[src/hdl/hsvc_pkg.sv]
// Shared types and constants for the HSV to RGB converter.
package hsvc_pkg;

  // Number of hue sectors around the color wheel.
  localparam int unsigned SECTORS = 6;

  // Hue sector; each value selects one routing of v, p, q and t.
  typedef enum logic [2:0] {
    SECT_RED_YEL = 3'd0,
    SECT_YEL_GRN = 3'd1,
    SECT_GRN_CYN = 3'd2,
    SECT_CYN_BLU = 3'd3,
    SECT_BLU_MAG = 3'd4,
    SECT_MAG_RED = 3'd5
  } sector_t;

endpackage

[src/hdl/hsv_to_rgb_convert_top.sv]
// Top level of the pipelined HSV to RGB color converter.
//
//   Channel | Handshake             | Payload
//   --------+-----------------------+------------------------------------
//   pixel   | pix_valid / pix_stall | hue, saturation, brightness (in)
//   color   | rgb_valid / rgb_stall | red, green, blue (out)
//
// The converter is a four-stage pipeline and takes one pixel transfer in every
// clock cycle while the output is not stalled. The depth is set by the two rows of
// multipliers: stage one scales the hue, stage two forms s*f and s*(1-f),
// stage three multiplies by the value, and stage four routes the sector.
// Reset clears all stage valid bits; the datapath registers are not reset.
// A stall on a valid color freezes the whole pipeline, and pix_stall is
// raised only while a finished color waits under a stall.
module hsv_to_rgb_convert_top #(
  parameter int unsigned FRAC_BITS = 16
) (
  input  logic                 clk,
  input  logic                 rst,
  input  logic                 pix_valid,
  output logic                 pix_stall,
  input  logic [FRAC_BITS:0]   hue,
  input  logic [FRAC_BITS:0]   saturation,
  input  logic [FRAC_BITS:0]   brightness,
  output logic                 rgb_valid,
  input  logic                 rgb_stall,
  output logic [FRAC_BITS:0]   red,
  output logic [FRAC_BITS:0]   green,
  output logic [FRAC_BITS:0]   blue
);

  import hsvc_pkg::*;

  localparam int unsigned W = FRAC_BITS + 1;
  localparam logic [W-1:0] ONE = W'(1) << FRAC_BITS;

  // The pipeline advances as a whole whenever the output register is free to move.
  logic en;
  assign en        = !(rgb_valid && rgb_stall);
  assign pix_stall = !en;

  // Stage one: clamp the inputs to one and split the scaled hue.
  logic [W-1:0]   h_sat;
  logic [W-1:0]   s_sat;
  logic [W-1:0]   v_sat;
  logic [W+1:0]   h_scaled;
  logic [2:0]     sect_raw;
  sector_t        sect_next;
  logic [W-1:0]   f_next;

  assign h_sat    = (hue > ONE) ? ONE : hue;
  assign s_sat    = (saturation > ONE) ? ONE : saturation;
  assign v_sat    = (brightness > ONE) ? ONE : brightness;
  // Six times the hue is four times plus two times, so no multiplier is needed.
  // Six times one still fits in two bits above the input width.
  assign h_scaled = {h_sat, 2'b00} + {1'b0, h_sat, 1'b0};
  assign sect_raw = h_scaled[FRAC_BITS +: 3];

  // A full-turn hue lands in sector six, which wraps back to the start of sector zero.
  always_comb begin
    if (sect_raw >= 3'(SECTORS)) begin
      sect_next = SECT_RED_YEL;
      f_next    = '0;
    end else begin
      sect_next = sector_t'(sect_raw);
      f_next    = {1'b0, h_scaled[FRAC_BITS-1:0]};
    end
  end

  logic           v1;
  sector_t        sect1;
  logic [W-1:0]   f1;
  logic [W-1:0]   s1;
  logic [W-1:0]   val1;

  always_ff @(posedge clk) begin
    if (en) begin
      sect1 <= sect_next;
      f1    <= f_next;
      s1    <= s_sat;
      val1  <= v_sat;
    end
  end

  // Stage two: s*f and s*(1-f) in the multipliers, 1-s alongside.
  logic           v2;
  sector_t        sect2;
  logic [W-1:0]   val2;
  logic [W-1:0]   oms2;
  logic [W-1:0]   sf2;
  logic [W-1:0]   s1f2;

  hsvc_mul #(.FRAC_BITS(FRAC_BITS)) u_mul_sf (
    .clk  (clk),
    .en   (en),
    .a    (s1),
    .b    (f1),
    .prod (sf2)
  );

  hsvc_mul #(.FRAC_BITS(FRAC_BITS)) u_mul_s1f (
    .clk  (clk),
    .en   (en),
    .a    (s1),
    .b    (ONE - f1),
    .prod (s1f2)
  );

  always_ff @(posedge clk) begin
    if (en) begin
      sect2 <= sect1;
      val2  <= val1;
      oms2  <= ONE - s1;
    end
  end

  // Stage three: scale the three ramps by the value to get p, q and t.
  logic           v3;
  sector_t        sect3;
  logic [W-1:0]   val3;
  logic [W-1:0]   p3;
  logic [W-1:0]   q3;
  logic [W-1:0]   t3;

  hsvc_mul #(.FRAC_BITS(FRAC_BITS)) u_mul_p (
    .clk  (clk),
    .en   (en),
    .a    (val2),
    .b    (oms2),
    .prod (p3)
  );

  hsvc_mul #(.FRAC_BITS(FRAC_BITS)) u_mul_q (
    .clk  (clk),
    .en   (en),
    .a    (val2),
    .b    (ONE - sf2),
    .prod (q3)
  );

  hsvc_mul #(.FRAC_BITS(FRAC_BITS)) u_mul_t (
    .clk  (clk),
    .en   (en),
    .a    (val2),
    .b    (ONE - s1f2),
    .prod (t3)
  );

  always_ff @(posedge clk) begin
    if (en) begin
      sect3 <= sect2;
      val3  <= val2;
    end
  end

  // Stage four: the sector routes v, p, q and t onto the three color channels.
  logic [W-1:0] red_next;
  logic [W-1:0] green_next;
  logic [W-1:0] blue_next;

  always_comb begin
    case (sect3)
      SECT_RED_YEL: begin
        red_next = val3; green_next = t3;   blue_next = p3;
      end
      SECT_YEL_GRN: begin
        red_next = q3;   green_next = val3; blue_next = p3;
      end
      SECT_GRN_CYN: begin
        red_next = p3;   green_next = val3; blue_next = t3;
      end
      SECT_CYN_BLU: begin
        red_next = p3;   green_next = q3;   blue_next = val3;
      end
      SECT_BLU_MAG: begin
        red_next = t3;   green_next = p3;   blue_next = val3;
      end
      default: begin
        red_next = val3; green_next = p3;   blue_next = q3;
      end
    endcase
  end

  always_ff @(posedge clk) begin
    if (en) begin
      red   <= red_next;
      green <= green_next;
      blue  <= blue_next;
    end
  end

  // Valid bits travel with the data and are the only reset state.
  always_ff @(posedge clk) begin
    if (rst) begin
      v1        <= 1'b0;
      v2        <= 1'b0;
      v3        <= 1'b0;
      rgb_valid <= 1'b0;
    end else if (en) begin
      v1        <= pix_valid;
      v2        <= v1;
      v3        <= v2;
      rgb_valid <= v3;
    end
  end

  // An accepted pixel always lands in the first stage.
  a_accept_lands: assert property (@(posedge clk) disable iff (rst)
    (pix_valid && !pix_stall) |=> v1)
    else $error("accepted pixel did not enter stage one");

  // The input is held off only by a finished color that waits under a stall.
  a_stall_source: assert property (@(posedge clk) disable iff (rst)
    pix_stall |-> (rgb_valid && rgb_stall))
    else $error("pixel stall without a blocked output");

  // p is the floor of the ramp: never above v, and never above q or t.
  a_ramp_order: assert property (@(posedge clk) disable iff (rst)
    v3 |-> (p3 <= val3 && q3 >= p3 && t3 >= p3 && q3 <= val3 && t3 <= val3))
    else $error("p, q, t out of order against v");

  // A moving pipeline carries each valid item one stage further.
  a_stage_advance: assert property (@(posedge clk) disable iff (rst)
    (en && v2) |=> v3)
    else $error("item lost between stages two and three");

endmodule

[src/hdl/hsvc_mul.sv]
// Registered fixed-point multiplier that truncates the product to the fraction grid.
module hsvc_mul #(
  parameter int unsigned FRAC_BITS = 16
) (
  input  logic                 clk,
  input  logic                 en,
  input  logic [FRAC_BITS:0]   a,
  input  logic [FRAC_BITS:0]   b,
  output logic [FRAC_BITS:0]   prod
);

  localparam int unsigned W = FRAC_BITS + 1;

  logic [2*W-1:0] full;

  assign full = {{W{1'b0}}, a} * {{W{1'b0}}, b};

  // Both operands are at most one, so the shifted product also fits in W bits.
  always_ff @(posedge clk) begin
    if (en) begin
      prod <= full[FRAC_BITS +: W];
    end
  end

endmodule
[config.mk]
export PLATFORM = sky130hd
export DESIGN_NAME = hsv_to_rgb_convert_top
export DESIGN_NICKNAME = d
export VERILOG_FILES = /design/src/hdl/hsvc_pkg.sv /design/src/hdl/hsv_to_rgb_convert_top.sv /design/src/hdl/hsvc_mul.sv
export SDC_FILE = /design/constraint.sdc
export NUM_CORES = 2
export LEC_CHECK = 0
export ABC_AREA = 1
export BUFFER_PORTS_ARGS = -buffer_cell sky130_fd_sc_hd__clkbuf_2
export CAP_MARGIN = 20
export CORE_MARGIN = 5
export CORE_UTILIZATION = 67
export DETAILED_ROUTE_END_ITERATION = 7
export PLACE_DENSITY = 0.88
export SLEW_MARGIN = 10
export SYNTH_ARGS = -nofsm -noshare
export SYNTH_HDL_FRONTEND = slang
export SYNTH_SLANG_ARGS = --single-unit
[constraint.sdc]
create_clock -name clk -period 8.2 [get_ports clk]
set_input_delay 0 -clock clk [delete_from_list [all_inputs] [get_ports clk]]
set_output_delay 0 -clock clk [all_outputs]
set_load 0.03 [all_outputs]
Yosys cells after proc, flatten, opt, wreduce, memory -nomap -nowiden
Cells that the tools add are included.
Storage, ports and cells
  bits in registers: 251
  bits in latches: 0
  RAM bits: 0
  bits in read-only memories: 0
  bits of input ports: 55
  output and inout bits: 53
  memories: 0
Operators by class
  add/subtract/negate cells: 5
  multiply operators: 5
  div/mod/pow operators: 0
  $lt $le $gt $ge: 4
  eq/ne operators: 4
  shifts and indexed selects: 0
  multiplexer cells: 4
  bitwise gates (word level): 0
  reductions and logical operators: 6
Operator list (number)
  $mul 17x17->33: 5
  $pmux 17 s3: 3
  $sub 17x17->17 const A: 4
  $gt 17x17->1 const B: 3
  $add 19x18->19: 1
  $mux 17: 1
  $reduce_or 2->1: 4
  $eq 3x2->1 const B: 2
  $eq 3x1->1 const B: 1
  $eq 3x3->1 const B: 1
  $ge 3x3->1 const B: 1
  $logic_not 3->1: 1
  $logic_and 1x1->1: 1

Logic depth before layout (Yosys ltp)
  word-level depth: 4
  depth in mapped cells: 36
  depth with buffers taken out: 34

By module
Synthesis repeated with hierarchy kept, for this count alone.
Unflattened totals
  cells, all modules: 8104
  area total of the unflattened synthesis: 62040.8 µm²
By module, submodules not included
  hsvc_mul (u_mul_q ...): instances 3, cells each 1431, area each 10613.9 µm², seq. area each 510.5 µm²
  hsvc_mul (u_mul_p): instances 1, cells each 1444, area each 10637.7 µm², seq. area each 510.5 µm²
  hsvc_mul (u_mul_t): instances 1, cells each 1429, area each 10578.9 µm², seq. area each 510.5 µm²
  hsv_to_rgb_convert_top: instances 1, cells each 938, area each 8982.4 µm², seq. area each 4884.7 µm²

Least setup slack after synthesis
OpenSTA, ideal clock, no wires.
  path type: flip-flop to flip-flop
  start point: reg rgb_valid
  end point: reg rgb_valid
  library setup time: 124 ps
  arrival time: 7635 ps
  required time: 8076 ps
  setup slack: 441 ps
  stages on the path, launching flop included: 5
  path buffers: 0
  clock period less this slack: 7759 ps
  cell sequence: dfxtp_1 > nand2_1 > inv_1 > nor2_1 > nor2_1
Between the ends
  longest elaborated chain between the ends: 1
Ends and longest elaborated chain
  start, declared: RTL line hsv_to_rgb_convert_top.sv:25  | output logic rgb_valid,
  start signal, assigned: RTL line hsv_to_rgb_convert_top.sv:203  | rgb_valid <= v3;
  $logic_and 1x1->1: RTL line hsv_to_rgb_convert_top.sv:39  | assign en = !(rgb_valid && rgb_stall);
  named net pix_stall: RTL line hsv_to_rgb_convert_top.sv:21  | output logic pix_stall,
The timed path passes the listed nets, and every way through them passes these cells.
A chain may end at the register's enable or synchronous reset.

Worst setup path after layout
  start point: reg u_mul_sf.prod[0]
  end point: reg u_mul_q.prod[13] (data pin)
Between the ends
  longest elaborated chain between the ends: 2
Ends and longest elaborated chain
  start, declared: RTL line hsvc_mul.sv:9  | output logic [FRAC_BITS:0] prod
  start signal, assigned: RTL line hsvc_mul.sv:21  | prod <= full[FRAC_BITS +: W];
  $sub 17x17->17: RTL line hsv_to_rgb_convert_top.sv:137  | .b (ONE - sf2),
  $mul 17x17->33: RTL line hsvc_mul.sv:16  | assign full = {{W{1'b0}}, a} * {{W{1'b0}}, b};
  named net u_mul_q.full[29]: RTL line hsvc_mul.sv:14  | logic [2*W-1:0] full;
  end signal, assigned: RTL line hsvc_mul.sv:21
  end, declared: RTL line hsvc_mul.sv:9
The timed path passes the listed nets, and every way through them passes these cells.

==> reports/summary.txt <==
Core Rows: 109
Post-Synth Simple-Gate Area: 20.69%
Hold worst-path end: f1[1]
Tot GR Track Use: 38.12%
DIE AREA: 95610 um^2
CTS resizes: 0
Slowest cell delay on critical path: 0.72 ns
Setup TNS: 0 ns
Number of buffers created by CTS: 30
Final setup vio count: 0
Largest family of logic cells by synthesized area: adder cells
Synthesized area: 59990 um^2
Post-synthesis instance total: 7818
Min-delay src: hue[3]
DR vias: 51630
Library cells used by synthesis: 51
Worst EP required: 8.56 ns
WL final: 179800 um
Wire per inst: 19.96 um
Post-layout util: 71.22%
Setup bufs post-CTS: 0
Worst Hold Class: in2reg
Compound-Gate Fraction of Synth Area: 3.692%
DRC Markers: 0
Worst slack, placed: 0.8221 ns
Initial DRC Count: 5048
Syn_area_per_cell: 7.673 um^2
Crit path max fanout: 17
CTS max path bufs: 3
WS Path Type: reg2reg
Post-Synth Adder-Cell Area: 47.12%
Clock sinks: 249
Clk_skew: 0.03533 ns
Post-DRT Antenna Nets: 0
Die height: 309.2 um
Initial core utilization: 67.67%
Slew Limit Fails: 0
Detailed Routing Iterations Pass 1: 7
First-pass GRT wire length: 285700 um
Final WS setup: 0.7359 ns
RSZ-0062 raised after global routing: false
Period minus WS final: 7.464 ns
Crit path DAT: 7.82 ns
Reg2Reg Depth: 29
Maxcap violations: 0
R2R Path Start: u_mul_sf.prod[0]
FF+latch count, synth: 249
Number of buffers inserted by hold repair at cts: 38
Top_reg_cell synth: edfxtp_1
CTS tree: yes
Routability Congestion: 1.019
Drt via density: 5.732
R2R Setup Slk: 0.74 ns
H-tree Lvls: 1
Syn Nets: 9495
Core outline area: 88650 um^2
Number of synthesized flops with an enable pin: 245
Status: complete, no violations
Sequential area share after synthesis: 12.40%
Port bufs: 107
Clock latency on the worst-skew pair: 0.62 ns
Vias in the first global route: 54260
Ys Warns: 0
Chip Width: 309.2 um
CP max stage cell: edfxtp_1
Largest net degree at the start of global routing: 74
Crit path launch type: flip-flop
Multiplexer area fraction after synthesis: 0%
Max Clock Freq: 134.0 MHz
I/O Pins: 108
Nets@finish: 9494
Fin. Hold Viols: 0
HPWL Detailed: 142500 um
Initial antenna violation count: 4
Reg clk slew, reported paths: 0.07 ns
GRT Residual Overflow: 0
Fillers: 6742
Post-Synth XOR/XNOR Area: 0.8781%
Worst-Margin Slew: 1.010 ns
Fin Hold WS: 0.08717 ns
Reg-to-Reg End: u_mul_q.prod[13]
Hold Path Stages: 6
Crit share post-route: 91.03%
Area grow syn2layout: 5.256%
Worst Setup End Kind: flip-flop
Ys async rst share: 0%
Layout cell share with drive strength beyond 1: 4.056%
Worst rel slew slack: 32.40%
Clock root buffer: clkbuf_16
-- kinds of logic (layout without fill, tap and decap cells) --
family          Yosys count  count (layout)
fa+ha+maj              1622            1622
simple gates           3085            3085
other cells               0               2
flops                   249             249
xor+xnor                 58              58
buf+inv                2412            2435
compound gates          392             392
-- per-layer routing --
layer	wire length [um]	share of wire [%]	GRT usage, %
met1	62380	35	47.14
met2	80000	44	60.77
met3	22100	12	9.393
met4	15350	8.5	23.80
met5	13	0.0072	0
-- per-stage QoR --
stage | instances | instance area, um^2
after floorplan | 7818 | 59990
after CTS | 9004 | 63110
after global routing | 9008 | 63140
final | 9008 | 63140
after detailed placement | 8910 | 61580
after global placement | 8909 | 61560
-- area by class of cell --
type / count / area [um^2] / share of cell area [%]
diodes: 2 / 5.005 / 0.007927
clock buffers: 31 / 754.5 / 1.195
clock inverters: 25 / 394.1 / 0.6242
inverters: 2154 / 8085 / 12.81
multi-input cells: 5157 / 43430 / 68.79
flip-flops and latches: 249 / 7437 / 11.78
well taps: 1165 / 1458 / 2.309
repair buffers: 225 / 1574 / 2.493
-- Yosys cell counts (all sizes together) (6+ instances only) --
cell type	n	share of area [%]
clkinv	21	0.13
a21oi	189	1.6
and2	9	0.094
nand2	2077	13
clkbuf	180	1.1
nor4	18	0.19
a21boi	7	0.088
edfxtp	245	12
a31oi	7	0.073
nand4	50	0.53
o21bai	25	0.31
ha	560	12
xnor2	20	0.29
buf	78	0.62
fa	1062	35
o22ai	16	0.17
nor2	622	4.0
or2	10	0.10
o21ai	104	0.87
nor3	41	0.43
xor2	38	0.59
a22oi	10	0.13
a221o	6	0.10
nand3	242	2.1
inv	2133	13
a21o	6	0.075
and3	7	0.073
o2111ai	12	0.18
-- placed cells by master (no fill, tap or decap), types with 9 or more instances in the layout --
cell type	n
a21oi_1	189
edfxtp_1	245
clkinv_1	22
dlygate4sd3_1	38
o21ai_0	99
nor3_1	35
clkbuf_2	107
o2111ai_1	12
buf_4	75
nand3_1	238
ha_1	560
and2_1	9
nand2_1	2061
o22ai_1	16
inv_1	2114
fa_1	1062
xnor2_1	20
a22oi_1	10
nand4_1	49
nor4_1	18
xor2_1	37
nand2_2	13
nor2_2	15
or2_2	9
nor2_1	603
inv_2	19
o21bai_1	25
clkbuf_16	30
-- how the worst max path moves through the flow --
stage | slack, ns | to | from
after global placement | 1.01 | u_mul_q.prod[15] | u_mul_sf.prod[0]
after CTS | 0.81 | u_mul_q.prod[13] | u_mul_sf.prod[0]
after floorplan | 0.44 | rgb_valid | rgb_valid
after detailed placement | 0.82 | u_mul_q.prod[13] | u_mul_sf.prod[0]
after global routing | 0.22 | u_mul_q.prod[9] | u_mul_sf.prod[0]
final | 0.74 | u_mul_q.prod[13] | u_mul_sf.prod[0]
-- critical path, delay by kind of cell, from the launching register on --
kind,cells,cell delay [ns]
flops,1,0.72
fa+ha+maj,8,3.57
buf+inv,8,0.98
compound gates,3,0.69
simple gates,10,1.24
Power is left out: the tool's default activity adds up to more than one toggle a clock period on the data nets, which glitch-free logic cannot reach.
